[config.mk]
export PLATFORM = sky130hd
export DESIGN_NAME = swms_front
export DESIGN_NICKNAME = d
export VERILOG_FILES = /design/src/design/swms_pkg.sv /design/src/design/swms_front.sv
export SDC_FILE = /design/constraint.sdc
export NUM_CORES = 1
export LEC_CHECK = 0
export BUFFER_PORTS_ARGS = -buffer_cell sky130_fd_sc_hd__buf_2
export CORE_MARGIN = 1.5
export CORE_UTILIZATION = 45
export CTS_BUF_LIST = sky130_fd_sc_hd__clkbuf_2 sky130_fd_sc_hd__clkbuf_4 sky130_fd_sc_hd__clkbuf_8
export CTS_CLUSTER_DIAMETER = 200
export CTS_CLUSTER_SIZE = 10
export DETAILED_ROUTE_END_ITERATION = 12
export GPL_ROUTABILITY_DRIVEN = 1
export PLACE_DENSITY = 0.67
export RECOVER_POWER = 50
export SLEW_MARGIN = 20
export SYNTH_ARGS = -nofsm -noshare
export SYNTH_HDL_FRONTEND = slang
export SYNTH_SLANG_ARGS = --single-unit
[constraint.sdc]
create_clock -name clk -period 2.36 [get_ports clk]
set_clock_uncertainty 0.05 [all_clocks]
set_input_delay 0.236 -clock clk [delete_from_list [all_inputs] [get_ports clk]]
set_output_delay 0.236 -clock clk [all_outputs]
set_load 0.01 [all_outputs]
[src/design/swms_pkg.sv]
// Shared types and constants for the shortest window minimum spread block.
package swms_pkg;
  localparam int POINT_DEPTH = 1024;
  localparam int COORD_BITS = 20;
  localparam int IDX_W = $clog2(POINT_DEPTH);
  localparam int PTR_W = IDX_W + 1;
  localparam int FIFO_DEPTH = 4;
  localparam int FIFO_AW = $clog2(FIFO_DEPTH);
  localparam int IN_BYTES_W = ((2 * COORD_BITS + 7) / 8) * 8;
  localparam int OUT_BYTES_W = ((COORD_BITS + 2 + 7) / 8) * 8;

  typedef struct packed {
    logic                  last_point;
    logic [COORD_BITS-1:0] val_y;
    logic [COORD_BITS-1:0] pos_x;
  } item_t;

  typedef struct packed {
    logic [PTR_W-1:0]      seq;
    logic [COORD_BITS-1:0] y;
  } qent_t;

  localparam int QENT_W = $bits(qent_t);

  typedef enum logic [3:0] {
    ST_IDLE,
    ST_OVF_RD,
    ST_OVF_CHK,
    ST_WRITE,
    ST_MAX_RD,
    ST_MAX_CHK,
    ST_MIN_RD,
    ST_MIN_CHK,
    ST_SHR_RD,
    ST_SHR_CHK,
    ST_DONE
  } st_t;
endpackage

[src/design/swms_front.sv]
// Front end: accepts point requests and queues them for the back end.
module swms_front
  import swms_pkg::*;
(
  input  logic  clk,
  input  logic  rst,
  input  logic  in_valid,
  output logic  in_ready,
  input  item_t in_item,
  output logic  q_valid,
  output item_t q_item,
  input  logic  q_pop
);
  item_t            mem [FIFO_DEPTH];
  logic [FIFO_AW-1:0] wr_ptr;
  logic [FIFO_AW-1:0] rd_ptr;
  logic [FIFO_AW:0]   count;
  logic               push;
  logic               pop;

  assign in_ready = count != (FIFO_AW + 1)'(FIFO_DEPTH);
  assign q_valid = count != '0;
  assign q_item = mem[rd_ptr];
  assign push = in_valid && in_ready;
  assign pop = q_pop && q_valid;

  always_ff @(posedge clk) begin
    if (push) begin
      mem[wr_ptr] <= in_item;
    end
  end

  always_ff @(posedge clk) begin
    if (rst) begin
      wr_ptr <= '0;
      rd_ptr <= '0;
      count <= '0;
    end else begin
      if (push) begin
        wr_ptr <= wr_ptr + 1'b1;
      end
      if (pop) begin
        rd_ptr <= rd_ptr + 1'b1;
      end
      case ({push, pop})
        2'b10: count <= count + 1'b1;
        2'b01: count <= count - 1'b1;
        default: count <= count;
      endcase
    end
  end
endmodule

==> results of run 1 <==
-- what timing repair did --
item,4_1_cts,5_1_grt
hold buffers,42,0
resized for setup,0,0
hold endpoints to repair,168,0
-- metrics by stage --
| stage | setup WS, ns | instance area (µm²) |
|---|---|---|
| after global routing | 0.00146 | 7870 |
| after global placement | 0.389 | 7150 |
| after CTS | 0.0590 | 7930 |
| final | 0.129 | 7870 |
| after detailed placement | 0.293 | 7150 |
| after floorplan | 0.161 | 6440 |
-- critical path, cell delays in order (launching register included) --
cell and delay, ns:
dfxtp_4 0.56, buf_12 0.24, mux4_2 0.54, buf_2 0.16
-- worst paths after layout --
path,endpoint,startpoint,cells past startpoint
min,wr_ptr[1],in_valid,3
max,q_item[30],register,3
max reg2reg,count[2],count[1],9
min reg2reg,wr_ptr[1],wr_ptr[1],2
-- synth_stat cells --
master	n	area [µm²]
edfxtp_1	164	4920
mux4_2	40	901
dfxtp_1	9	180
nor2_1	9	33.8
inv_1	6	22.5
ha_1	5	62.6
and2_1	4	25.0
buf_12	4	80.1
buf_2	4	20.0
xor2_1	3	26.3
a21oi_1	2	10.0
nand2b_1	2	12.5
or3_1	2	12.5
a21boi_2	1	11.3
buf_1	1	3.75
buf_6	1	11.3
clkbuf_1	1	3.75
fa_1	1	20.0
mux2_2	1	11.3
mux2i_1	1	10.0
mux4_1	1	26.3
nand2_1	1	3.75
o21ai_0	1	5.00
o311ai_0	1	8.76
o31a_1	1	8.76
xnor2_1	1	8.76
-- where the power goes --
part	total, W	switching [W]	internal (W)	leakage [nW]
registers	0.00388	0.000179	0.00371	1.58
clock network	0.00191	0.000976	0.000932	0.190
logic	0.00187	0.000889	0.000985	0.816
-- cell families (layout without fill, tap and decap cells) --
group                    after synthesis  in the layout  share of synthesized area, %
flip-flops                           173            173                          79.2
multiplexers                          43             43                          14.7
buffers and inverters                 17            177                          2.19
XOR/XNOR                               4              4                         0.544
adder cells (fa/ha/maj)                6              6                          1.28
AND/OR/NAND/NOR                       18             18                          1.36
AO/OA/AOI/OAI                          6              6                         0.680
-- state kept, by name, summed over array words and instances (netlist names), named ones only --
register and count:
rd_ptr 2, wr_ptr 2, count 3, mem 164
-- layout by cell type (no fill, tap or decap) --
cell           count
edfxtp_1         164
buf_2             44
clkbuf_1          43
dlygate4sd3_1     42
mux4_2            40
clkbuf_8          17
nor2_1             9
clkinv_2           7
dfxtp_1            7
inv_1              6
ha_1               5
buf_12             5
and2_2             4
buf_4              4
xor2_1             3
or3_1              2
a21oi_1            2
nand2b_1           2
clkinv_1           2
clkbuf_4           2
clkinvlp_4         2
bufinv_16          2
o31a_1             1
nand2_1            1
a21boi_2           1
mux4_1             1
mux2_2             1
xnor2_1            1
o311ai_0           1
mux2i_1            1
o21ai_0            1
fa_1               1
dfxtp_4            1
dfxtp_2            1
inv_6              1
-- layout make-up --
type	count	area share [%]
clock buffer	18	3.07
clock inverter	14	1.61
inverter	6	0.286
multi-input combinational	77	15.3
sequential	173	64.9
tap	180	2.86
timing repair buffer	139	11.9
-- layer usage --
| layer | wire (µm) | global-route usage [%] | vias to the layer above |
|---|---|---|---|
| met4 | 174 | 6.10 | 0 |
| li1 | - | - | 1399 |
| met1 | 4870 | 20.4 | 1583 |
| met5 | 0 | 0 | - |
| met2 | 5170 | 24.1 | 70 |
| met3 | 578 | 5.81 | 14 |
==> results.cfg, run 1 <==
[timing]
max_freq_mhz = 448
final-hold-violation-count = 0
grt_setup_unrepaired = no
finalSetupTns_ns = 0
holdWs_ns = 0.199
setup_viol = 0
worst_pin_slew_ns = 0.692
timing.final.crit_share_pct = 94.6
post-route-min-period_ns = 2.23
relSlewSlack_pct = 53.9
slew_violations = 0

[die]
initial_core_util_pct = 46.2
die_h_um = 123
ios = 88
die_area_um2 = 15000
fp.dieW_um = 123
fp-row-count = 43
core_um2 = 13900

[worst_setup_path]
critPathKind = reg -> out
required_ns = 2.07
worstSetupEndpointType = primary output
r2r_slack_ns = 0.27
start_kind = register
crit_arrival_ns = 1.95
crit_fanout = 17

[placed_design]
place.gp.congestion = 0.714
dp_hpwl_um = 6400
port_buffers = 87
placedCellCount = 533

[grt]
grt_antenna_before_repair = 0
track_usage_pct = 15.7
grt_pass1_wl_um = 16800
grt-ovfl-total = 0
first_global_vias = 3236
grt_max_degree = 42

[clock_tree]
post_cts_buffers = 0
worstSkewPairLatency_ns = 0.44
clock_sinks = 173
htree_num_levels = 4
clockRootBuffer = clkbuf_8
clk_pin_slew_ns = 0.08
cts_buffer_depth = 2
cts_buffers = 17
cts_tree = done

[logic_synthesis]
synthCells = 267
netlist_area_um2 = 6440
ys_warn_count = 0
synth.distinct_cells = 26
avgSynthCellArea_um2 = 24.1
yosys_register_bits = 173
synth_nets = 318
synth_seq_area_share_pct = 79.2

[outcome]
run_status = finished clean

[cells_and_area]
syn_to_final_growth_pct = 22.1
fill_cells = 1087
nets = 465
drive_above_1_share_pct = 30.9
final_util_pct = 56.5
n_antenna_cell = 0
multi_input_area_um2 = 1200
stdcell_count = 607
seqCellArea_um2 = 5110

[power]
vdd_ir_drop_max_v = 0.000601
power_w = 0.00767
p_leak_nw = 2.59
p_per_area_nw_per_um2 = 975

[route]
drc = 0
drtIter0Drc = 162
drt-pass1-iter-count = 4
wl_um = 10800
wl_per_cell_um = 17.8
via_per_inst = 5.05
drtAntennaViolNets = 0
vias = 3066

[run]
drv_cap = 0

[min_path]
hold_path.class = in -> reg
Note: power is estimated with default switching activity, not from simulation.
==> inputs of run 2 (changes only) <==
--- a/config.mk
+++ b/config.mk
@@ -5,6 +5,7 @@
 export SDC_FILE = /design/constraint.sdc
 export NUM_CORES = 1
 export LEC_CHECK = 0
+export ABC_AREA = 1
 export BUFFER_PORTS_ARGS = -buffer_cell sky130_fd_sc_hd__buf_2
 export CORE_MARGIN = 1.5
 export CORE_UTILIZATION = 45
==> run 2 against run 1 <==
  * Synthesized cell count rose by 74%
  * Clock power rose by 10%
  * Total power rose by 1.7%
  * Clock-buffer cell count fell by 1
  * Critical path depth rose by 2
  * Global-route usage rose by 2.1 points
  * First-iteration DRC count rose by 68%
  * Largest power group unchanged
==> results.cfg, run 2 <==
[cells_and_area]
final_util_pct = 57.0
largest_reg_flops = 164
largest-register = mem
layout_common_cells = edfxtp_1 (164), nor2_1 (88), o21ai_1 (47)
drive_above_1_share_pct = 15.0
nets = 646
largest_registers = mem: 164 flops, count: 3 flops
syn_to_final_growth_pct = 21.9
n_antenna_cell = 0
layout_commonest_cell = edfxtp_1
fin_area_um2 = 8000

[worst_setup_path]
ff2ff_path_depth = 10
regToRegStartpoint = count[1]
required_ns = 2.07
critPathKind = reg -> out
r2r_slack_ns = 0.35
start_kind = register
crit_fanout = 72
crit_arrival_ns = 1.84
worstSetupEndpointType = primary output

[clock_tree]
clock_sinks = 173
cts_tree = done
clockRootBuffer = clkbuf_8
worstSkewPairLatency_ns = 0.44
clk_pin_slew_ns = 0.08
cts_resized = 0
htree_num_levels = 4
cts_buffers = 17
cts_buffer_depth = 2

[route]
drtIter0Drc = 272
via_per_inst = 5.21
drc = 0
vias = 4101
wl_um = 13000
drt-pass1-iter-count = 4
drtAntennaViolNets = 0
wl_per_cell_um = 16.5

[logic_synthesis]
synth_most_common_cell = edfxtp_1
netlist_area_um2 = 6570
ys_warn_count = 0
ys.flop_type = edfxtp_1
yosys_register_bits = 173
synth.distinct_cells = 19
synth_nets = 515
synthArstFlopShare_pct = 0
yosysTopAreaCellShare_pct = 75.0
synth_seq_area_share_pct = 77.8
synth_top_area_cell = edfxtp_1
synth.area.top_cells = edfxtp_1 (75%), nor2_1 (5.2%), o22ai_1 (3.9%), o21ai_1 (3.6%), o21ai_0 (2.8%)
synthCells = 464
synthTopCellsByCount = edfxtp_1 (164), nor2_1 (91), o21ai_1 (47)
avgSynthCellArea_um2 = 14.1
synth_edf_count = 164

[die]
die_h_um = 124
core_um2 = 14000
fp.dieW_um = 124
fp-row-count = 43
die_area_um2 = 15300
initial_core_util_pct = 46.8
ios = 88

[run]
drv_cap = 0

[timing]
relSlewSlack_pct = 53.4
max_freq_mhz = 470
slew_violations = 0
timing.final.crit_share_pct = 90.2
post-route-min-period_ns = 2.13
worst_pin_slew_ns = 0.699
setup_viol = 0
final-hold-violation-count = 0
grt_setup_unrepaired = no

[placed_design]
port_buffers = 87
placed_area_um2 = 7240
place.gp.congestion = 0.812
dp_hpwl_um = 6930

[min_path]
hold_depth = 3
hold_path.class = in -> reg
holdCritStartpoint = in_valid

[power]
p_per_area_nw_per_um2 = 974
vdd_ir_drop_max_v = 0.000585
power_w = 0.00780
p_leak_nw = 2.75

[grt]
first_global_vias = 3952
grt_antenna_before_repair = 0
grt_pass1_wl_um = 19900
grt-ovfl-total = 0
grt_max_degree = 83
track_usage_pct = 17.8

[outcome]
run_status = finished clean
==> run 2: cell types whose count changed in the layout (fill, tap and decap cells not counted), moves of 10 or more <==
cell,delta
o21ai_1,+47
o22ai_1,+41
nor2_1,+79
mux4_2,-40
o21ai_0,+36
inv_1,+10
nand2_1,+13
==> run 2: area by class of cell <==
| cell class | count | area, µm² |
|---|---|---|
| tap | 180 | 225 |
| timing repair buffer | 137 | 940 |
| fill | 1144 | 6040 |
| inverter | 18 | 67.6 |
| clock inverter | 14 | 176 |
| clock buffer | 17 | 234 |
| sequential | 173 | 5110 |
| multi-input combinational | 248 | 1250 |
==> run 2: worst paths after layout <==
kind	to
max	q_item[3]
min	wr_ptr[0]
max reg2reg	count[2]
min reg2reg	register
==> run 2: per-layer routing <==
metal | track usage, % | up-vias | share of wire, %
met1 | 22.4 | 2012 | 44
met2 | 28.7 | 95 | 50
li1 | - | 1977 | -
met5 | 0 | - | 0
met3 | 4.95 | 17 | 5.0
met4 | 8.41 | 0 | 1.7
==> run 2: power by group <==
| part | total [W] | internal (W) | switching (W) |
|---|---|---|---|
| combinational | 0.00197 | 0.000696 | 0.00127 |
| clock | 0.00211 | 0.00113 | 0.000978 |
| sequential | 0.00372 | 0.00365 | 0.0000741 |
| total | 0.00780 | 0.00547 | 0.00232 |
==> run 2: per-stage QoR <==
step | hold WS [ns] | TNS, ns | worst slack (ns) | cells
2_1_floorplan | 0.255 | -75.84 | -0.462 | 464
3_3_place_gp | 0.396 | 0 | 0.549 | 714
3_5_place_dp | 0.401 | 0 | 0.444 | 714
4_1_cts | 0.0180 | 0 | 0.189 | 787
5_1_grt | 0.0405 | 0 | 0.127 | 787
6_report | 0.0522 | 0 | 0.232 | 787
==> run 2: what timing repair did <==
action	CTS	global route
setup buffers	0	0
endpoints found under the hold margin	168	0
hold buffers	42	0
==> run 2: logic make-up (layout without fill, tap and decap cells) <==
| logic type | after synthesis | count (layout) | share of synthesized area [%] |
|---|---|---|---|
| simple gates | 112 | 112 | 6.73 |
| buf+inv | 43 | 186 | 3.56 |
| fa+ha+maj | 6 | 6 | 1.26 |
| flops | 173 | 173 | 77.8 |
| compound gates | 130 | 130 | 10.7 |
==> run 2: critical path: stages, from the launching register on <==
cell and delay, ns:
dfxtp_4 0.36, inv_2 0.18, buf_12 0.33, o21ai_0 0.12, o22ai_1 0.21, buf_2 0.18
==> inputs of run 3 (changes only) <==
--- a/config.mk
+++ b/config.mk
@@ -14,7 +14,7 @@
 export CTS_CLUSTER_SIZE = 10
 export DETAILED_ROUTE_END_ITERATION = 12
 export GPL_ROUTABILITY_DRIVEN = 1
-export PLACE_DENSITY = 0.67
+export PLACE_DENSITY = 0.75
 export RECOVER_POWER = 50
 export SLEW_MARGIN = 20
 export SYNTH_ARGS = -nofsm -noshare
==> run 3 against run 2 <==
  * Cell area barely moved
  * Combinational power fell by 4%
  * Clock power rose by 7%
  * Sequential power rose by 2%
  * Flip-flop and latch count did not move
  * Highest routed layer unchanged
  * Via count rose by 0.22%
  * Hold slack barely moved
  * First-iteration DRC count rose by 35%
  * Die area did not move
==> results.cfg, run 3 (synthesis results as in run 2) <==
[outcome]
run_status = finished clean

[route]
drc = 0
wl_per_cell_um = 16.6
drtIter0Drc = 366
wl_met1_um = 5630
drtAntennaViolNets = 0
vias = 4110
routed.top_layer = met4
wl_um = 13100
met3_length_um = 765
via_per_inst = 5.20
drt-pass1-iter-count = 4
wl_met2_um = 6560

[clock_tree]
cts_tree = done
post_cts_buffers = 0
cts_resized = 0
cts_buffers = 17
worstSkewPairLatency_ns = 0.45
htree_num_levels = 4
clock_sinks = 173
hold_buffers = 42
cts_buffer_depth = 2
clockRootBuffer = clkbuf_8
clk_pin_slew_ns = 0.08

[grt]
track_usage_pct = 17.7
first_global_vias = 3967
grt_pass1_wl_um = 19900
grt_antenna_before_repair = 0
grt-ovfl-total = 0
grt_max_degree = 47

[worst_setup_path]
crit_arrival_ns = 1.91
timing.rr.end = count[2]
regToRegStartpoint = count[1]
critPathKind = reg -> out
start_kind = register
worstPathCellList = buf_4, o21ai_1, o22ai_1, buf_2
required_ns = 2.07
ff2ff_path_depth = 10
slowest_delay_ns = 0.57
crit_fanout = 24
critPathSlowestCell = dfxtp_2
worstSetupEndpointType = primary output
r2r_slack_ns = 0.34

[min_path]
hold_depth = 3
holdCritStartpoint = in_valid
hold_path.class = in -> reg
hold_path_end = wr_ptr[0]

[cells_and_area]
largest_registers = mem: 164 flops, count: 3 flops
largest-register = mem
fin_area_um2 = 8000
n_antenna_cell = 0
nets = 648
final_util_pct = 57.0
layout_common_cells = edfxtp_1 (164), nor2_1 (89), o21ai_1 (47)
fill_cells = 1096
largest_reg_flops = 164
syn_to_final_growth_pct = 21.9
drive_above_1_share_pct = 15.7
layout_commonest_cell = edfxtp_1

[placed_design]
dp_hpwl_um = 7610
pre_cts_ws_ns = 0.420
place.gp.congestion = 0.763
placed_area_um2 = 7230
port_buffers = 87

[die]
die_h_um = 124
fp.dieW_um = 124
core_um2 = 14000
fp-row-count = 43
initial_core_util_pct = 46.8
die_area_um2 = 15300
ios = 88

[timing]
setup_viol = 0
post-route-min-period_ns = 2.20
relSlewSlack_pct = 54.1
finalWorstSetupSlack_ns = 0.159
timing.final.crit_share_pct = 93.3
worst_pin_slew_ns = 0.688
slew_violations = 0
finalSetupTns_ns = 0
final-hold-violation-count = 0
grt_setup_unrepaired = no
max_freq_mhz = 454

[power]
power_w = 0.00792
p_per_area_nw_per_um2 = 989
p_leak_nw = 2.78
vdd_ir_drop_max_v = 0.000605

[run]
drv_cap = 0
run 3: cell count changes in the layout (fill, tap and decap cells not counted):
cell and change:
nor2_1 +1, clkbuf_4 +6, buf_12 -4, clkbuf_8 +4, clkinvlp_4 -4, buf_4 +4, nor2_4 -1, clkinv_1 -3
run 3: critical path, delay by kind of cell (launching register included):
family | cells | cell delay, ns
buffers and inverters | 2 | 0.55
AO/OA/AOI/OAI | 2 | 0.35
flip-flops | 1 | 0.57
run 3: metrics by stage:
stage	cells	hold slack, ns
3_3_place_gp	716	0.396
6_report	790	0.0523
3_5_place_dp	716	0.403
2_1_floorplan	464	0.255
4_1_cts	790	0.0215
5_1_grt	790	0.0386
run 3: per-layer routing:
| layer | vias to the layer above | track usage [%] |
|---|---|---|
| li1 | 1974 | - |
| met1 | 1998 | 22.1 |
| met2 | 120 | 29.3 |
| met3 | 18 | 4.95 |
| met4 | 0 | 6.90 |
| met5 | - | 0 |
run 3: worst max-delay path by stage:
stage,endpoint,from,cells after the start
after floorplan,mem[0][0],count[1],4
after global placement,count[2],count[1],12
after detailed placement,count[2],count[1],10
after CTS,q_item[23],register,4
after global routing,q_item[8],register,5
final,q_item[19],register,4
run 3: layout make-up:
class	instances	area (µm²)	share of cell area, %
repair buffers	139	905	11.3
inverters	18	67.6	0.844
clock buffers	25	319	3.99
multi-input cells	248	1240	15.5
clock inverters	7	135	1.69
well taps	180	225	2.81
flip-flops and latches	173	5110	63.9
run 3: where the power goes:
group	switching, W	internal [W]
Clock	0.000938	0.00131
Combinational	0.00123	0.000664
Sequential	0.000125	0.00365
